`src/rtl/json_string_unescaper_defines.svh`:
```
// Assertion helpers included by the top module, which carries the concurrent checks.
`ifndef JSON_STRING_UNESCAPER_DEFINES_SVH
`define JSON_STRING_UNESCAPER_DEFINES_SVH

// Implication checked at every clock edge outside reset.
`define JSU_ASSERT_IMPLY(lbl, ante, cons, msg) \
  lbl: assert property (@(posedge clk) disable iff (rst) (ante) |-> (cons)) else $error(msg);

// Condition that holds at every clock edge outside reset.
`define JSU_ASSERT_ALWAYS(lbl, cond, msg) \
  lbl: assert property (@(posedge clk) disable iff (rst) (cond)) else $error(msg);

`endif

```
`src/rtl/jsu_pkg.sv`:
```
`timescale 1ns / 1ps
package jsu_pkg;

  localparam int MAX_STRING_BYTES = 4096;
  localparam int LEN_W = 13;
  localparam int LEN_CAP_INT = (MAX_STRING_BYTES > (2 ** LEN_W) - 1) ?
                               (2 ** LEN_W) - 1 : MAX_STRING_BYTES;
  localparam logic [LEN_W-1:0] LEN_CAP = LEN_W'(LEN_CAP_INT);

  localparam int QDEPTH = 2;
  localparam int QPTR_W = (QDEPTH > 1) ? $clog2(QDEPTH) : 1;
  localparam int QCNT_W = $clog2(QDEPTH + 1);

  typedef enum logic [1:0] {
    ST_PROGRESS = 2'd0,
    ST_DONE     = 2'd1,
    ST_ERROR    = 2'd2
  } jsu_status_t;

  localparam logic [7:0] CH_QUOTE     = 8'h22;
  localparam logic [7:0] CH_BACKSLASH = 8'h5C;
  localparam logic [7:0] CH_SLASH     = 8'h2F;
  localparam logic [7:0] CH_B         = 8'h62;
  localparam logic [7:0] CH_F         = 8'h66;
  localparam logic [7:0] CH_N         = 8'h6E;
  localparam logic [7:0] CH_R         = 8'h72;
  localparam logic [7:0] CH_T         = 8'h74;
  localparam logic [7:0] CH_U         = 8'h75;

  localparam logic [7:0] CTL_BS = 8'h08;
  localparam logic [7:0] CTL_FF = 8'h0C;
  localparam logic [7:0] CTL_LF = 8'h0A;
  localparam logic [7:0] CTL_CR = 8'h0D;
  localparam logic [7:0] CTL_HT = 8'h09;

  localparam logic [7:0] UTF8_CONT  = 8'h80;
  localparam logic [7:0] UTF8_LEAD2 = 8'hC0;
  localparam logic [7:0] UTF8_LEAD3 = 8'hE0;
  localparam logic [7:0] UTF8_MASK6 = 8'h3F;
  localparam logic [15:0] CP_ONE_BYTE_LIMIT = 16'h0080;
  localparam logic [15:0] CP_TWO_BYTE_LIMIT = 16'h0800;
  localparam logic [15:0] SURR_LO = 16'hD800;
  localparam logic [15:0] SURR_HI = 16'hDFFF;

  // One decoded item waiting for the output side.
  typedef struct packed {
    logic [2:0][7:0] bytes;
    logic [1:0]      ndata;
    logic [1:0]      nres;
    logic            err;
    logic            last;
  } jsu_entry_t;

  // Returns {valid, digit value}.
  function automatic logic [4:0] hex_value(input logic [7:0] h);
    logic [4:0] r;
    r = 5'd0;
    if (h >= 8'h30 && h <= 8'h39) r = {1'b1, h[3:0]};
    else if ((h >= 8'h61 && h <= 8'h66) || (h >= 8'h41 && h <= 8'h46))
      r = {1'b1, h[3:0] + 4'd9};
    return r;
  endfunction

endpackage

```
`src/rtl/jsu_if.sv`:
```
`timescale 1ns / 1ps
interface jsu_raw_if;
  logic       valid;
  logic       ready;
  logic [7:0] in_byte;
  logic       byte_present;
  logic       end_of_string;

  modport source (output valid, in_byte, byte_present, end_of_string, input ready);
  modport sink (input valid, in_byte, byte_present, end_of_string, output ready);
endinterface

interface jsu_text_if;
  logic        valid;
  logic        ready;
  logic [7:0]  out_byte;
  logic        byte_valid;
  logic [1:0]  status;
  logic [12:0] out_length;
  logic        run_last;

  modport source (output valid, out_byte, byte_valid, status, out_length, run_last,
                  input ready);
  modport sink (input valid, out_byte, byte_valid, status, out_length, run_last,
                output ready);
endinterface

```
`src/rtl/json_string_unescaper.sv`:
```
`timescale 1ns / 1ps
// Unescapes JSON string bodies one raw byte per item and sends one result per
// output cycle while the receiver is ready. An item is accepted every cycle while
// the two-entry queue between the decoder and the output stage has room; an item
// that yields two or three UTF-8 bytes holds the output register for one result
// per byte and the queue absorbs that burst. A result passes through a queue slot
// and then the output register. Only the output port limits the rate.
module json_string_unescaper (
  input  logic        clk,
  input  logic        rst,
  jsu_raw_if.sink     raw,
  jsu_text_if.source  unescaped
);
  import jsu_pkg::*;
  `include "json_string_unescaper_defines.svh"

  jsu_entry_t push_entry, head;
  logic       push, pop, not_empty, q_full;

  jsu_front u_front (
    .clk        (clk),
    .rst        (rst),
    .raw        (raw),
    .q_full     (q_full),
    .push       (push),
    .push_entry (push_entry)
  );

  jsu_queue u_queue (
    .clk        (clk),
    .rst        (rst),
    .push       (push),
    .push_entry (push_entry),
    .pop        (pop),
    .head       (head),
    .not_empty  (not_empty),
    .full       (q_full)
  );

  jsu_back u_back (
    .clk       (clk),
    .rst       (rst),
    .head      (head),
    .not_empty (not_empty),
    .pop       (pop),
    .text      (unescaped)
  );

  `JSU_ASSERT_IMPLY(a_err_alone, unescaped.valid && unescaped.status == ST_ERROR, !unescaped.byte_valid && unescaped.run_last, "error result must be the only result of its item")
  `JSU_ASSERT_IMPLY(a_done_last, unescaped.valid && unescaped.status == ST_DONE, unescaped.run_last, "done status only on the last result of an item")
  `JSU_ASSERT_IMPLY(a_len_cap, unescaped.valid, unescaped.out_length <= LEN_CAP, "output length above its saturation limit")
  `JSU_ASSERT_IMPLY(a_push_room, push, !q_full, "decoder pushed into a full queue")
endmodule

```
`src/rtl/jsu_front.sv`:
```
`timescale 1ns / 1ps
module jsu_front (
  input  logic               clk,
  input  logic               rst,
  jsu_raw_if.sink            raw,
  input  logic               q_full,
  output logic               push,
  output jsu_pkg::jsu_entry_t push_entry
);
  import jsu_pkg::*;

  typedef enum logic [2:0] {
    M_NORMAL  = 3'd0,
    M_BSLASH  = 3'd1,
    M_HEX1    = 3'd2,
    M_HEX2    = 3'd3,
    M_HEX3    = 3'd4,
    M_HEX4    = 3'd5,
    M_DISCARD = 3'd6
  } mode_t;

  mode_t       mode, mode_next;
  logic [15:0] code_point, code_point_next;
  logic        accept;
  logic        err;
  logic [1:0]  ndata;
  logic [2:0][7:0] bytes;
  logic [4:0]  hv;
  logic [15:0] cp_full;
  logic [7:0]  b;

  assign raw.ready = !q_full;
  assign accept    = raw.valid && !q_full;
  assign b         = raw.in_byte;
  assign hv        = hex_value(b);
  assign cp_full   = {code_point[11:0], hv[3:0]};

  always_comb begin
    mode_next       = mode;
    code_point_next = code_point;
    err             = 1'b0;
    ndata           = 2'd0;
    bytes           = '0;
    if (raw.byte_present && mode != M_DISCARD) begin
      case (mode)
        M_BSLASH: begin
          mode_next = M_NORMAL;
          ndata     = 2'd1;
          case (b)
            CH_QUOTE, CH_BACKSLASH, CH_SLASH: bytes[0] = b;
            CH_B: bytes[0] = CTL_BS;
            CH_F: bytes[0] = CTL_FF;
            CH_N: bytes[0] = CTL_LF;
            CH_R: bytes[0] = CTL_CR;
            CH_T: bytes[0] = CTL_HT;
            CH_U: begin
              ndata           = 2'd0;
              mode_next       = M_HEX1;
              code_point_next = '0;
            end
            default: begin
              ndata = 2'd0;
              err   = 1'b1;
            end
          endcase
        end
        M_HEX1, M_HEX2, M_HEX3, M_HEX4: begin
          if (!hv[4]) begin
            err = 1'b1;
          end else begin
            code_point_next = cp_full;
            case (mode)
              M_HEX1:  mode_next = M_HEX2;
              M_HEX2:  mode_next = M_HEX3;
              M_HEX3:  mode_next = M_HEX4;
              default: mode_next = M_NORMAL;
            endcase
            if (mode == M_HEX4) begin
              if (cp_full >= SURR_LO && cp_full <= SURR_HI) begin
                err = 1'b1;
              end else if (cp_full < CP_ONE_BYTE_LIMIT) begin
                ndata    = 2'd1;
                bytes[0] = cp_full[7:0];
              end else if (cp_full < CP_TWO_BYTE_LIMIT) begin
                ndata    = 2'd2;
                bytes[0] = UTF8_LEAD2 | {3'b000, cp_full[10:6]};
                bytes[1] = UTF8_CONT | (cp_full[7:0] & UTF8_MASK6);
              end else begin
                ndata    = 2'd3;
                bytes[0] = UTF8_LEAD3 | {4'b0000, cp_full[15:12]};
                bytes[1] = UTF8_CONT | (cp_full[13:6] & UTF8_MASK6);
                bytes[2] = UTF8_CONT | (cp_full[7:0] & UTF8_MASK6);
              end
            end
          end
        end
        default: begin
          if (b == CH_BACKSLASH) begin
            mode_next = M_BSLASH;
          end else begin
            ndata    = 2'd1;
            bytes[0] = b;
          end
        end
      endcase
    end
    // A string that closes with an escape still open is malformed.
    if (!err && raw.end_of_string && mode_next != M_NORMAL && mode_next != M_DISCARD)
      err = 1'b1;
    if (err) mode_next = M_DISCARD;
  end

  always_comb begin
    push_entry.bytes = bytes;
    push_entry.ndata = ndata;
    push_entry.err   = err;
    push_entry.last  = raw.end_of_string;
    if (err) push_entry.nres = 2'd1;
    else if (ndata != 2'd0) push_entry.nres = ndata;
    else if (raw.end_of_string && mode_next != M_DISCARD) push_entry.nres = 2'd1;
    else push_entry.nres = 2'd0;
    // The closing item always goes to the back end so that it restarts the count.
    push = accept && (push_entry.nres != 2'd0 || raw.end_of_string);
  end

  always_ff @(posedge clk) begin
    if (rst) begin
      mode       <= M_NORMAL;
      code_point <= '0;
    end else if (accept) begin
      if (raw.end_of_string) begin
        mode       <= M_NORMAL;
        code_point <= '0;
      end else begin
        mode       <= mode_next;
        code_point <= code_point_next;
      end
    end
  end
endmodule

```
`src/rtl/jsu_queue.sv`:
```
`timescale 1ns / 1ps
module jsu_queue (
  input  logic                clk,
  input  logic                rst,
  input  logic                push,
  input  jsu_pkg::jsu_entry_t push_entry,
  input  logic                pop,
  output jsu_pkg::jsu_entry_t head,
  output logic                not_empty,
  output logic                full
);
  import jsu_pkg::*;

  jsu_entry_t          slots [QDEPTH];
  logic [QPTR_W-1:0]   wr_ptr, rd_ptr;
  logic [QCNT_W-1:0]   count;
  logic                do_push, do_pop;

  assign full      = count == QCNT_W'(QDEPTH);
  assign not_empty = count != '0;
  assign head      = slots[rd_ptr];
  assign do_push   = push && !full;
  assign do_pop    = pop && not_empty;

  always_ff @(posedge clk) begin
    if (do_push) slots[wr_ptr] <= push_entry;
  end

  always_ff @(posedge clk) begin
    if (rst) begin
      wr_ptr <= '0;
      rd_ptr <= '0;
      count  <= '0;
    end else begin
      if (do_push)
        wr_ptr <= (wr_ptr == QPTR_W'(QDEPTH - 1)) ? '0 : wr_ptr + 1'b1;
      if (do_pop)
        rd_ptr <= (rd_ptr == QPTR_W'(QDEPTH - 1)) ? '0 : rd_ptr + 1'b1;
      if (do_push && !do_pop) count <= count + 1'b1;
      else if (do_pop && !do_push) count <= count - 1'b1;
    end
  end
endmodule

```
`src/rtl/jsu_back.sv`:
```
`timescale 1ns / 1ps
module jsu_back (
  input  logic                clk,
  input  logic                rst,
  input  jsu_pkg::jsu_entry_t head,
  input  logic                not_empty,
  output logic                pop,
  jsu_text_if.source          text
);
  import jsu_pkg::*;

  logic [1:0]       idx;
  logic [LEN_W-1:0] length_count, len_inc;
  logic             out_valid;
  logic [7:0]       out_byte;
  logic             byte_valid;
  jsu_status_t      status;
  logic [LEN_W-1:0] out_length;
  logic             run_last;
  logic             can_load, load, final_res;

  assign len_inc   = (length_count < LEN_CAP) ? length_count + 1'b1 : length_count;
  assign can_load  = !out_valid || text.ready;
  assign load      = not_empty && head.nres != 2'd0 && can_load;
  assign final_res = idx == head.nres - 2'd1;
  // Entries without results (close of a discarded string) leave at once.
  assign pop       = not_empty && (head.nres == 2'd0 || (load && final_res));

  assign text.valid      = out_valid;
  assign text.out_byte   = out_byte;
  assign text.byte_valid = byte_valid;
  assign text.status     = status;
  assign text.out_length = out_length;
  assign text.run_last   = run_last;

  always_ff @(posedge clk) begin
    if (rst) begin
      out_valid    <= 1'b0;
      idx          <= '0;
      length_count <= '0;
    end else begin
      if (can_load) out_valid <= load;
      if (load) begin
        idx <= final_res ? 2'd0 : idx + 2'd1;
        if (!head.err && head.ndata != 2'd0) length_count <= len_inc;
      end
      if (pop && head.last) length_count <= '0;
    end
  end

  always_ff @(posedge clk) begin
    if (load) begin
      run_last <= final_res;
      if (head.err) begin
        out_byte   <= '0;
        byte_valid <= 1'b0;
        status     <= ST_ERROR;
        out_length <= length_count;
      end else if (head.ndata == 2'd0) begin
        out_byte   <= '0;
        byte_valid <= 1'b0;
        status     <= ST_DONE;
        out_length <= length_count;
      end else begin
        out_byte   <= head.bytes[idx];
        byte_valid <= 1'b1;
        status     <= (head.last && final_res) ? ST_DONE : ST_PROGRESS;
        out_length <= len_inc;
      end
    end
  end
endmodule
```
`src/flat_wrapper.sv`:
```
// flat-port wrapper written by rule: the top's interface ports become plain ports
module json_string_unescaper_flat import jsu_pkg::*;
  (clk, rst, raw_valid, raw_in_byte, raw_byte_present, raw_end_of_string, raw_ready, unescaped_valid, unescaped_out_byte, unescaped_byte_valid, unescaped_status, unescaped_out_length, unescaped_run_last, unescaped_ready);
  jsu_raw_if raw_i ();
  jsu_text_if unescaped_i ();
  input  logic clk;
  input  logic rst;
  input wire logic [$bits(raw_i.valid)-1:0] raw_valid;
  input wire logic [$bits(raw_i.in_byte)-1:0] raw_in_byte;
  input wire logic [$bits(raw_i.byte_present)-1:0] raw_byte_present;
  input wire logic [$bits(raw_i.end_of_string)-1:0] raw_end_of_string;
  output wire logic [$bits(raw_i.ready)-1:0] raw_ready;
  output wire logic [$bits(unescaped_i.valid)-1:0] unescaped_valid;
  output wire logic [$bits(unescaped_i.out_byte)-1:0] unescaped_out_byte;
  output wire logic [$bits(unescaped_i.byte_valid)-1:0] unescaped_byte_valid;
  output wire logic [$bits(unescaped_i.status)-1:0] unescaped_status;
  output wire logic [$bits(unescaped_i.out_length)-1:0] unescaped_out_length;
  output wire logic [$bits(unescaped_i.run_last)-1:0] unescaped_run_last;
  input wire logic [$bits(unescaped_i.ready)-1:0] unescaped_ready;
  assign raw_i.valid = raw_valid;
  assign raw_i.in_byte = raw_in_byte;
  assign raw_i.byte_present = raw_byte_present;
  assign raw_i.end_of_string = raw_end_of_string;
  assign raw_ready = raw_i.ready;
  assign unescaped_valid = unescaped_i.valid;
  assign unescaped_out_byte = unescaped_i.out_byte;
  assign unescaped_byte_valid = unescaped_i.byte_valid;
  assign unescaped_status = unescaped_i.status;
  assign unescaped_out_length = unescaped_i.out_length;
  assign unescaped_run_last = unescaped_i.run_last;
  assign unescaped_i.ready = unescaped_ready;
  json_string_unescaper u_core (.clk(clk), .rst(rst), .raw(raw_i), .unescaped(unescaped_i));
endmodule
```
`config.mk`:
```
export PLATFORM = sky130hd
export DESIGN_NAME = json_string_unescaper_flat
export DESIGN_NICKNAME = d
export VERILOG_FILES = /design/src/rtl/jsu_pkg.sv /design/src/rtl/jsu_if.sv /design/src/rtl/json_string_unescaper.sv /design/src/rtl/jsu_front.sv /design/src/rtl/jsu_queue.sv /design/src/rtl/jsu_back.sv /design/src/flat_wrapper.sv
export VERILOG_INCLUDE_DIRS = /design/src /design/src/rtl
export SDC_FILE = /design/constraint.sdc
export NUM_CORES = 1
export LEC_CHECK = 0
export BUFFER_PORTS_ARGS = -buffer_cell sky130_fd_sc_hd__buf_2
export CELL_PAD_IN_SITES_DETAIL_PLACEMENT = 1
export CELL_PAD_IN_SITES_GLOBAL_PLACEMENT = 2
export CORE_ASPECT_RATIO = 1.4
export CORE_MARGIN = 2
export CORE_UTILIZATION = 37
export CTS_CLUSTER_DIAMETER = 120
export DETAILED_ROUTE_END_ITERATION = 8
export PLACE_DENSITY = 0.81
export SYNTH_ARGS = -nofsm -noshare
export SYNTH_HDL_FRONTEND = slang
export SYNTH_HIERARCHICAL = 1
export SYNTH_SLANG_ARGS = --single-unit
export TNS_END_PERCENT = 5
```
`constraint.sdc`:
```
create_clock -name clk -period 3.6 [get_ports clk]
set_input_delay 0.72 -clock clk [delete_from_list [all_inputs] [get_ports clk]]
set_output_delay 0.72 -clock clk [all_outputs]
set_load 0.02 [all_outputs]
```
==> flow_metrics.env, run 1 <==
export IMPL_status="finished, final reports clean"
export IMPL_first_iter_violations=257
export IMPL_grt_ovfl_total=0
export IMPL_die_w_um=113.9
export IMPL_crit_type="input pin to flop"
export IMPL_worstSetupStartpointType="input pin"
export IMPL_fin_skew_ns=0.01306
export IMPL_clk_pin_slew_worst_paths_ns=0.06
export IMPL_wirelength_mm=15.80
export IMPL_htreeDepth=4
export IMPL_n_antenna_cell=0
export IMPL_cp_max_fo=30
export IMPL_ff2ff_path_depth=10
export IMPL_area_growth_pct=18.52
export IMPL_vias=4705
export IMPL_via_per_inst=5.484
export IMPL_cts_resized=0
export IMPL_initial_core_util_pct=37.51
export IMPL_async_flop_share_pct=0
export IMPL_rsz0062_at_grt="false"
export IMPL_worst_skew_pair_late_latency_ns=0.42
export IMPL_final_common_cell="edfxtp_1"
export IMPL_grt_pass1_wl_mm=25.71
export IMPL_p_per_area_nw_per_um2=630.9
export IMPL_fmax_mhz=313.2
export IMPL_hold_viol=0
export IMPL_coreArea_um2=16680
export IMPL_drcViolationCount=0
export IMPL_hp_start="u_core/u_queue/wr_ptr"
export IMPL_hp_class="flop to flop"
export IMPL_grt_max_degree=31
export IMPL_cts_tree="built"
export IMPL_dp_cells=826
export IMPL_synth_seq_cells=121
export IMPL_synth_cell_types=71
export IMPL_period_needed_ns=3.193
export IMPL_clock_sink_count=121
export IMPL_netlist_instances=575
export IMPL_track_usage_pct=18.39
export IMPL_netlist_area_um2=6255
export IMPL_ys_seq_area_share_pct=52.33
export IMPL_timing_rr_end="u_core/u_queue/count[1]"
export IMPL_fillers=1853
export IMPL_rows=56
export IMPL_antenna_left=0
export IMPL_seqCellArea_um2=3273
export IMPL_hold_ws_ns=0.4991
export IMPL_yosysWarningCount=6
export IMPL_layout_drive_gt1_share_pct=23.97
export IMPL_crit_required_ns=3.71
export IMPL_die_h_um=157.8
export IMPL_slew_violations=0
export IMPL_die_area_um2=17980
export IMPL_finalNonFillerCells=858
export IMPL_synth_edf_count=85
export IMPL_postCtsSetupBuffers=0
export IMPL_multi_input_area_um2=2753
export IMPL_postSynthAreaPerCell_um2=10.88
export IMPL_max_cap_viol_count=0
export IMPL_timing_final_crit_share_pct=88.70
export IMPL_first_global_vias=5002
export IMPL_post_route_util_pct=44.46
export IMPL_hold_path_depth=2
export IMPL_place_congestion=0.8569
export IMPL_pin_count=41
export IMPL_layout_cells_most_common_list="edfxtp_1, nor2_1, a21oi_1"
export IMPL_power_leakage_nw=2.645
export IMPL_dr_pass1_iters=4
export IMPL_holdPathEnd="u_core/u_queue/wr_ptr"
export IMPL_reg2reg_slack_ns=0.65
export IMPL_drt_wirelength_per_cell_um=18.41
export IMPL_ctsHoldBuffers=0
export IMPL_port_buffers=40
export IMPL_numCtsBuffers=17
export IMPL_hpwl_mm=11.70
export IMPL_finalNetCount=664
export IMPL_end_kind="flop"
export IMPL_ir_worst_vdd_v=0.0003626
export IMPL_maxSlewHeadroom_pct=31.94
export IMPL_antenna_found_initial=0
export IMPL_cp_arrival_ns=3.30
export IMPL_cts_max_path_buffers=2
export IMPL_tightest_slew_ns=1.020
export IMPL_synth_ff_type="edfxtp_1"
export IMPL_clock_root_buffer="clkbuf_16"
export IMPL_setup_viol=0
[cells by family after synthesis]
family | share of synthesized area (%)
simple gates | 17.36
compound gates | 12.90
flops | 52.33
mux | 8.942
buf+inv | 3.721
xor+xnor | 3.081
fa+ha+maj | 1.600
other cells | 0.05995
[layer usage]
metal / wire length (um) / GRT usage [%]
met1: 6452 / 20.25
met2: 8586 / 34.73
met3: 370 / 2.680
met4: 387 / 8.188
met5: 0 / 0
[report_power, final]
part           switching, mW  internal (mW)  leakage (nW)
Clock                  0.642          0.959         0.263
Combinational          0.745          0.409          1.28
Sequential            0.0830           1.84          1.10
Total                   1.47           3.21          2.64
[worst max-delay path, stage by stage]
cell	delay, ns
buf_2	0.10
inv_1	0.08
ha_1	0.22
nor3b_1	0.37
or3_1	0.27
nand3_2	0.14
o22ai_1	0.33
a21oi_2	0.12
a31oi_1	0.14
inv_1	0.08
or3_1	0.41
clkinvlp_4	0.11
buf_12	0.19
[state kept, by name, summed over array words and instances (netlist names), 2 cells and up, named ones only]
name	cells
u_core/u_back/idx	2
u_core/u_back/length_count	13
u_core/u_back/text.out_byte	8
u_core/u_back/text.out_length	13
u_core/u_back/text.status	2
u_core/u_front/code_point	12
u_core/u_front/mode	3
u_core/u_queue/count	2
u_core/u_queue/slots	60
[synth_stat cells, types with 5 or more instances]
| cell type | n | share of area, % |
|---|---|---|
| edfxtp_1 | 85 | 41 |
| nor2_1 | 51 | 3.1 |
| a21oi_1 | 41 | 3.3 |
| dfxtp_1 | 36 | 12 |
| nand2_1 | 36 | 2.2 |
| mux2_2 | 31 | 5.6 |
| mux2i_1 | 21 | 3.4 |
| nand2b_1 | 21 | 2.1 |
| inv_1 | 19 | 1.1 |
| o21ai_0 | 19 | 1.5 |
| clkbuf_1 | 15 | 0.90 |
| xor2_1 | 14 | 2.0 |
| nor3_1 | 12 | 0.96 |
| o21ai_1 | 11 | 0.88 |
| nor4_1 | 10 | 1.0 |
| a211oi_1 | 8 | 0.96 |
| ha_1 | 8 | 1.6 |
| or3_1 | 8 | 0.80 |
| or4_1 | 8 | 0.96 |
| xnor2_1 | 8 | 1.1 |
| nor2b_1 | 7 | 0.70 |
| and2_1 | 6 | 0.60 |
| nand3_1 | 6 | 0.48 |
| o31ai_1 | 6 | 0.72 |
| a31oi_1 | 5 | 0.50 |
| buf_2 | 5 | 0.40 |
| o22ai_1 | 5 | 0.50 |
[stage by stage]
stage | TNS (ns) | setup slack, ns | power, mW | cell area [um^2]
3_3_place_gp | -0.1809 | -0.01012 | 3.071 | 6847
5_1_grt | 0 | 0.2132 | 4.905 | 7413
3_5_place_dp | -1.129 | -0.04153 | 3.123 | 6847
4_1_cts | 0 | 0.3991 | 4.726 | 7413
2_1_floorplan | -4.238 | -0.1413 | 2.736 | 6262
6_report | 0 | 0.4069 | 4.677 | 7413
[final cells by class]
type | instances | share of cell area, %
clock buffer | 20 | 6.447
multi-input combinational | 407 | 37.13
sequential | 121 | 44.15
timing repair buffer | 75 | 6.582
tap | 203 | 3.426
inverter | 20 | 1.063
clock inverter | 12 | 1.198
[worst max-delay path by stage]
stage	from	to	slack, ns	cells past startpoint
2_1_floorplan	raw_in_byte[3]	u_core/u_queue/slots[1][0]	-0.14	11
3_3_place_gp	raw_in_byte[0]	u_core/u_queue/slots[0][9]	-0.01	14
3_5_place_dp	raw_in_byte[1]	u_core/u_queue/slots[0][8]	-0.04	14
4_1_cts	raw_in_byte[0]	u_core/u_queue/slots[0][25]	0.40	14
5_1_grt	raw_in_byte[0]	u_core/u_queue/slots[0][14]	0.21	14
6_report	raw_in_byte[1]	u_core/u_queue/slots[0][14]	0.41	13
No activity file was read; power rests on OpenSTA's default activity.
==> run 2: changes to the inputs <==
- CELL_PAD_IN_SITES_GLOBAL_PLACEMENT: 2 -> 1
- CORE_UTILIZATION: 37 -> 44
- PLACE_DENSITY: 0.81 -> 0.8
==> flow_metrics.env, run 2 (synthesized netlist as in run 1, its figures left out) <==
export IMPL_status="finished, final reports clean"
export IMPL_numCtsBuffers=17
export IMPL_cp_arrival_ns=3.62
export IMPL_ctsHoldBuffers=0
export IMPL_slew_violations=0
export IMPL_period_needed_ns=3.275
export IMPL_initial_core_util_pct=44.96
export IMPL_grt_ovfl_total=0
export IMPL_end_kind="flop"
export IMPL_stdcell_area_um2=7522
export IMPL_final_common_cell="edfxtp_1"
export IMPL_hpwl_mm=12.39
export IMPL_drt_wirelength_per_cell_um=20.03
export IMPL_finalNetCount=672
export IMPL_die_h_um=145.1
export IMPL_rsz0062_at_grt="false"
export IMPL_reg2reg_slack_ns=0.54
export IMPL_postCtsSetupBuffers=0
export IMPL_pin_count=41
export IMPL_clock_root_buffer="clkbuf_16"
export IMPL_timing_final_crit_share_pct=90.97
export IMPL_clk_pin_slew_worst_paths_ns=0.06
export IMPL_n_antenna_cell=0
export IMPL_cts_max_path_buffers=2
export IMPL_p_switching_mw=1.526
export IMPL_p_per_area_nw_per_um2=661.1
export IMPL_rows=51
export IMPL_antenna_left=0
export IMPL_cts_tree="built"
export IMPL_multi_input_area_um2=2753
export IMPL_first_global_vias=5285
export IMPL_htreeDepth=4
export IMPL_vias=4884
export IMPL_maxSlewHeadroom_pct=58.25
export IMPL_fin_ws_ns=0.3251
export IMPL_cts_resized=0
export IMPL_seqCellArea_um2=3273
export IMPL_p_sw_share_pct=30.69
export IMPL_power_mw=4.973
export IMPL_worst_skew_pair_late_latency_ns=0.41
export IMPL_post_place_ws_ns=-0.09530
export IMPL_place_congestion=0.9036
export IMPL_drcViolationCount=0
export IMPL_ir_worst_vdd_v=0.0003840
export IMPL_top_layer_used="met4"
export IMPL_die_w_um=104.8
export IMPL_via_per_inst=5.759
export IMPL_largest_register="u_core/u_queue/slots"
export IMPL_reg_top3="u_core/u_queue/slots x60, u_core/u_back/length_count x13, u_core/u_back/text.out_length x13"
export IMPL_fmax_mhz=305.4
export IMPL_dr_wl_met2_mm=9.499
export IMPL_pwr_share_clk_pct=36.7
export IMPL_cp_max_fo=6
export IMPL_worstSetupStartpointType="input pin"
export IMPL_track_usage_pct=22.77
export IMPL_internal_power_mw=3.447
export IMPL_power_leakage_nw=2.721
export IMPL_fillers=1536
export IMPL_crit_type="input pin to flop"
export IMPL_hp_class="flop to flop"
export IMPL_post_route_util_pct=54.07
export IMPL_wirelength_mm=16.98
export IMPL_port_buffers=40
export IMPL_hold_viol=0
export IMPL_fin_skew_ns=0.008328
export IMPL_grt_max_degree=31
export IMPL_placedInstanceArea_um2=6884
export IMPL_die_area_um2=15200
export IMPL_crit_required_ns=3.94
export IMPL_grt_pass1_wl_mm=27.29
export IMPL_dr_pass1_iters=4
export IMPL_tightest_slew_ns=0.6262
export IMPL_largest_reg_flops=60
export IMPL_layout_cells_most_common_list="edfxtp_1, nor2_1, buf_4, a21oi_1, buf_2"
export IMPL_area_growth_pct=20.26
export IMPL_antenna_found_initial=0
export IMPL_max_cap_viol_count=0
export IMPL_m1WireLength_mm=6.486
export IMPL_coreArea_um2=13910
export IMPL_power_frac_seq_pct=38.7
export IMPL_layout_drive_gt1_share_pct=24.89
export IMPL_dr_wl_met3_um=458
export IMPL_first_iter_violations=249
export IMPL_clock_sink_count=121
export IMPL_combPwrFrac_pct=24.5
export IMPL_setup_viol=0
==> run 2: cell count changes in the layout (fill, tap and decap cells not counted), sizes merged <==
cell | before | now
buf | 75 | 83
bufinv | 0 | 4
clkbuf | 20 | 17
clkinvlp | 7 | 4
inv | 23 | 26
clkinv | 2 | 1
==> run 2: routing by layer <==
layer  vias up  track usage [%]
met5         -                0
met4         0            10.67
met3        37            3.819
met2       114            42.92
met1      2444            24.20
li1       2289                -
==> run 2: worst paths after layout <==
kind / from / end / cells after the start
setup / recovery: raw_in_byte[1] / u_core/u_queue/count[1] / 16
hold / removal: u_core/u_queue/wr_ptr / u_core/u_queue/wr_ptr / 2
setup reg to reg: u_core/u_front/mode[2] / u_core/u_queue/slots[0][14] / 12
hold reg to reg: u_core/u_queue/wr_ptr / u_core/u_queue/wr_ptr / 2
==> run 2: area by class of cell <==
cell class	count	area share, %
Inverter	20	1.048
Clock buffer	17	5.655
Multi-Input combinational cell	407	36.59
Clock inverter	15	2.828
Timing Repair Buffer	83	7.285
Sequential cell	121	43.51
Tap cell	185	3.077
==> run 2: power by group through the flow <==
stage | logic (mW) | registers, mW | clock network (mW)
after floorplan | 0.623 | 2.11 | 0
after global placement | 1.15 | 1.94 | 0
after detailed placement | 1.21 | 1.95 | 0
after CTS | 1.23 | 1.93 | 1.85
after global routing | 1.31 | 1.95 | 1.91
final | 1.22 | 1.93 | 1.83
==> run 2: worst max-delay path: stages <==
cell and delay, ns:
buf_2 0.15, inv_1 0.11, ha_1 0.23, nor3b_1 0.37, buf_4 0.20, nor3_2 0.04, o21ai_1 0.17, a21oi_1 0.06
o31ai_1 0.37, a31oi_1 0.18, inv_1 0.12, nor2_1 0.08, ha_1 0.22, xor2_1 0.15, or3_1 0.31, a21oi_1 0.15
==> run 2: metrics by stage <==
stage	setup TNS, ns	std cells	hold WS, ns
2_1_floorplan	-4.238	576	0.4516
3_3_place_gp	0	816	0.4798
3_5_place_dp	-1.355	816	0.5081
4_1_cts	0	848	0.5143
5_1_grt	0	848	0.5553
6_report	0	848	0.5117
==> run 3: changes to the inputs <==
- REMOVE_ABC_BUFFERS: not set -> 1
==> flow_metrics.env, run 3 (synthesized netlist as in run 1, its figures left out) <==
export IMPL_dp_cells=809
export IMPL_period_needed_ns=3.250
export IMPL_grt_util_met2_pct=41.75
export IMPL_hold_path_depth=2
export IMPL_grt_pass1_wl_mm=26.57
export IMPL_worst_skew_pair_late_latency_ns=0.41
export IMPL_busiest_layer="met2"
export IMPL_port_buffers=40
export IMPL_cpPeakStageDelay_ns=0.36
export IMPL_coreArea_um2=13910
export IMPL_area_growth_pct=18.42
export IMPL_power_frac_seq_pct=40.7
export IMPL_clk_pin_slew_worst_paths_ns=0.06
export IMPL_htreeDepth=4
export IMPL_slew_violations=0
export IMPL_ctsHoldBuffers=0
export IMPL_reg_top3="u_core/u_queue/slots x60, u_core/u_back/length_count x13, u_core/u_back/text.out_length x13"
export IMPL_vias=4798
export IMPL_hpwl_mm=11.64
export IMPL_cts_resized=0
export IMPL_post_place_ws_ns=-0.03149
export IMPL_n_antenna_cell=0
export IMPL_die_w_um=104.8
export IMPL_clock_sink_count=121
export IMPL_cp_arrival_ns=3.59
export IMPL_hp_start="u_core/u_queue/wr_ptr"
export IMPL_timing_rr_start="u_core/u_front/code_point[9]"
export IMPL_power_mw=4.734
export IMPL_fmax_mhz=307.7
export IMPL_p_sw_share_pct=31.08
export IMPL_ff2ff_path_depth=12
export IMPL_ir_worst_vdd_v=0.0004453
export IMPL_hold_viol=0
export IMPL_hold_ws_ns=0.5055
export IMPL_fin_ws_ns=0.3500
export IMPL_postCtsSetupBuffers=0
export IMPL_first_global_vias=5181
export IMPL_stdcell_area_um2=7407
export IMPL_place_congestion=0.9490
export IMPL_finalNonFillerCells=841
export IMPL_timing_final_crit_share_pct=90.28
export IMPL_tightest_slew_ns=1.002
export IMPL_setup_viol=0
export IMPL_critical_path_cell_chain="buf_2 -> inv_1 -> ha_1 -> and3_1 -> and2_1 -> a31oi_1 -> nor4b_1 -> buf_4 -> a21oi_2 -> a31oi_1 -> inv_1 -> nor2_1 -> ha_1 -> or3_1 -> a21oi_1"
export IMPL_final_common_cell="edfxtp_1"
export IMPL_die_area_um2=15200
export IMPL_worstSetupStartpointType="input pin"
export IMPL_drcViolationCount=0
export IMPL_critPathSlowestCell="or3_1"
export IMPL_end_kind="flop"
export IMPL_pin_count=41
export IMPL_p_per_area_nw_per_um2=639.1
export IMPL_maxSlewHeadroom_pct=33.11
export IMPL_cp_max_fo=6
export IMPL_layout_cells_most_common_list="edfxtp_1, nor2_1, a21oi_1"
export IMPL_grt_max_degree=31
export IMPL_grt_use_met3_pct=4.358
export IMPL_p_switching_mw=1.471
export IMPL_status="finished, final reports clean"
export IMPL_initial_core_util_pct=44.96
export IMPL_placedInstanceArea_um2=6828
export IMPL_crit_type="input pin to flop"
export IMPL_fin_skew_ns=0.01178
export IMPL_rsz0062_at_grt="false"
export IMPL_dr_pass1_iters=4
export IMPL_rows=51
export IMPL_internal_power_mw=3.263
export IMPL_finalNetCount=665
export IMPL_first_iter_violations=167
export IMPL_cts_max_path_buffers=2
export IMPL_crit_required_ns=3.94
export IMPL_max_cap_viol_count=0
export IMPL_post_route_util_pct=53.25
export IMPL_numCtsBuffers=17
export IMPL_power_leakage_nw=2.657
export IMPL_finalSetupTns_ns=0
export IMPL_antenna_found_initial=0
export IMPL_multi_input_area_um2=2753
export IMPL_cts_tree="built"
export IMPL_antenna_left=0
export IMPL_hp_class="flop to flop"
export IMPL_die_h_um=145.1
export IMPL_fillers=1533
export IMPL_track_usage_pct=22.23
export IMPL_seqCellArea_um2=3273
export IMPL_largest_register="u_core/u_queue/slots"
export IMPL_grt_ovfl_total=0
export IMPL_pwr_share_clk_pct=34.7
export IMPL_via_per_inst=5.705
export IMPL_clock_root_buffer="clkbuf_16"
export IMPL_largest_reg_flops=60
export IMPL_cp_startpoint="raw_in_byte[0]"
export IMPL_combPwrFrac_pct=24.6
export IMPL_gr_usage_met1_pct=22.31
export IMPL_layout_drive_gt1_share_pct=23.78
export IMPL_drt_wirelength_per_cell_um=19.59
export IMPL_wirelength_mm=16.48
run 3: area by class of cell:
type                            instances  area share (%)
Timing Repair Buffer                   76           6.689
Multi-Input combinational cell        407           37.16
Clock inverter                         14           2.027
Tap cell                              185           3.125
Inverter                               20           1.014
Sequential cell                       121           44.19
Clock buffer                           18           5.794
run 3: worst paths after layout:
check | to | slack (ns)
worst max register to register | u_core/u_queue/count[1] | 0.55
worst min register to register | u_core/u_queue/wr_ptr | 0.51
worst min-delay path | u_core/u_queue/wr_ptr | 0.51
worst max-delay path | u_core/u_queue/count[1] | 0.35
run 3: layer usage:
metal  up-vias  part of all wire [%]
met3        49                   2.9
li1       2260                     -
met1      2369                    37
met5         -                     0
met2       120                    55
met4         0                   4.2
run 3: power by group through the flow:
stage | clock (mW) | sequential (mW) | combinational, mW
finish | 1.64 | 1.93 | 1.16
global route | 1.74 | 1.95 | 1.26
global placement | 0 | 1.93 | 1.11
floorplan | 0 | 2.14 | 0.566
CTS | 1.67 | 1.93 | 1.17
detailed placement | 0 | 1.95 | 1.15
run 3: worst max-delay path, delay by kind of cell:
family          cells  cell delay, ns
buf+inv             4            0.50
simple gates        5            1.20
compound gates      4            0.67
fa+ha+maj           2            0.50
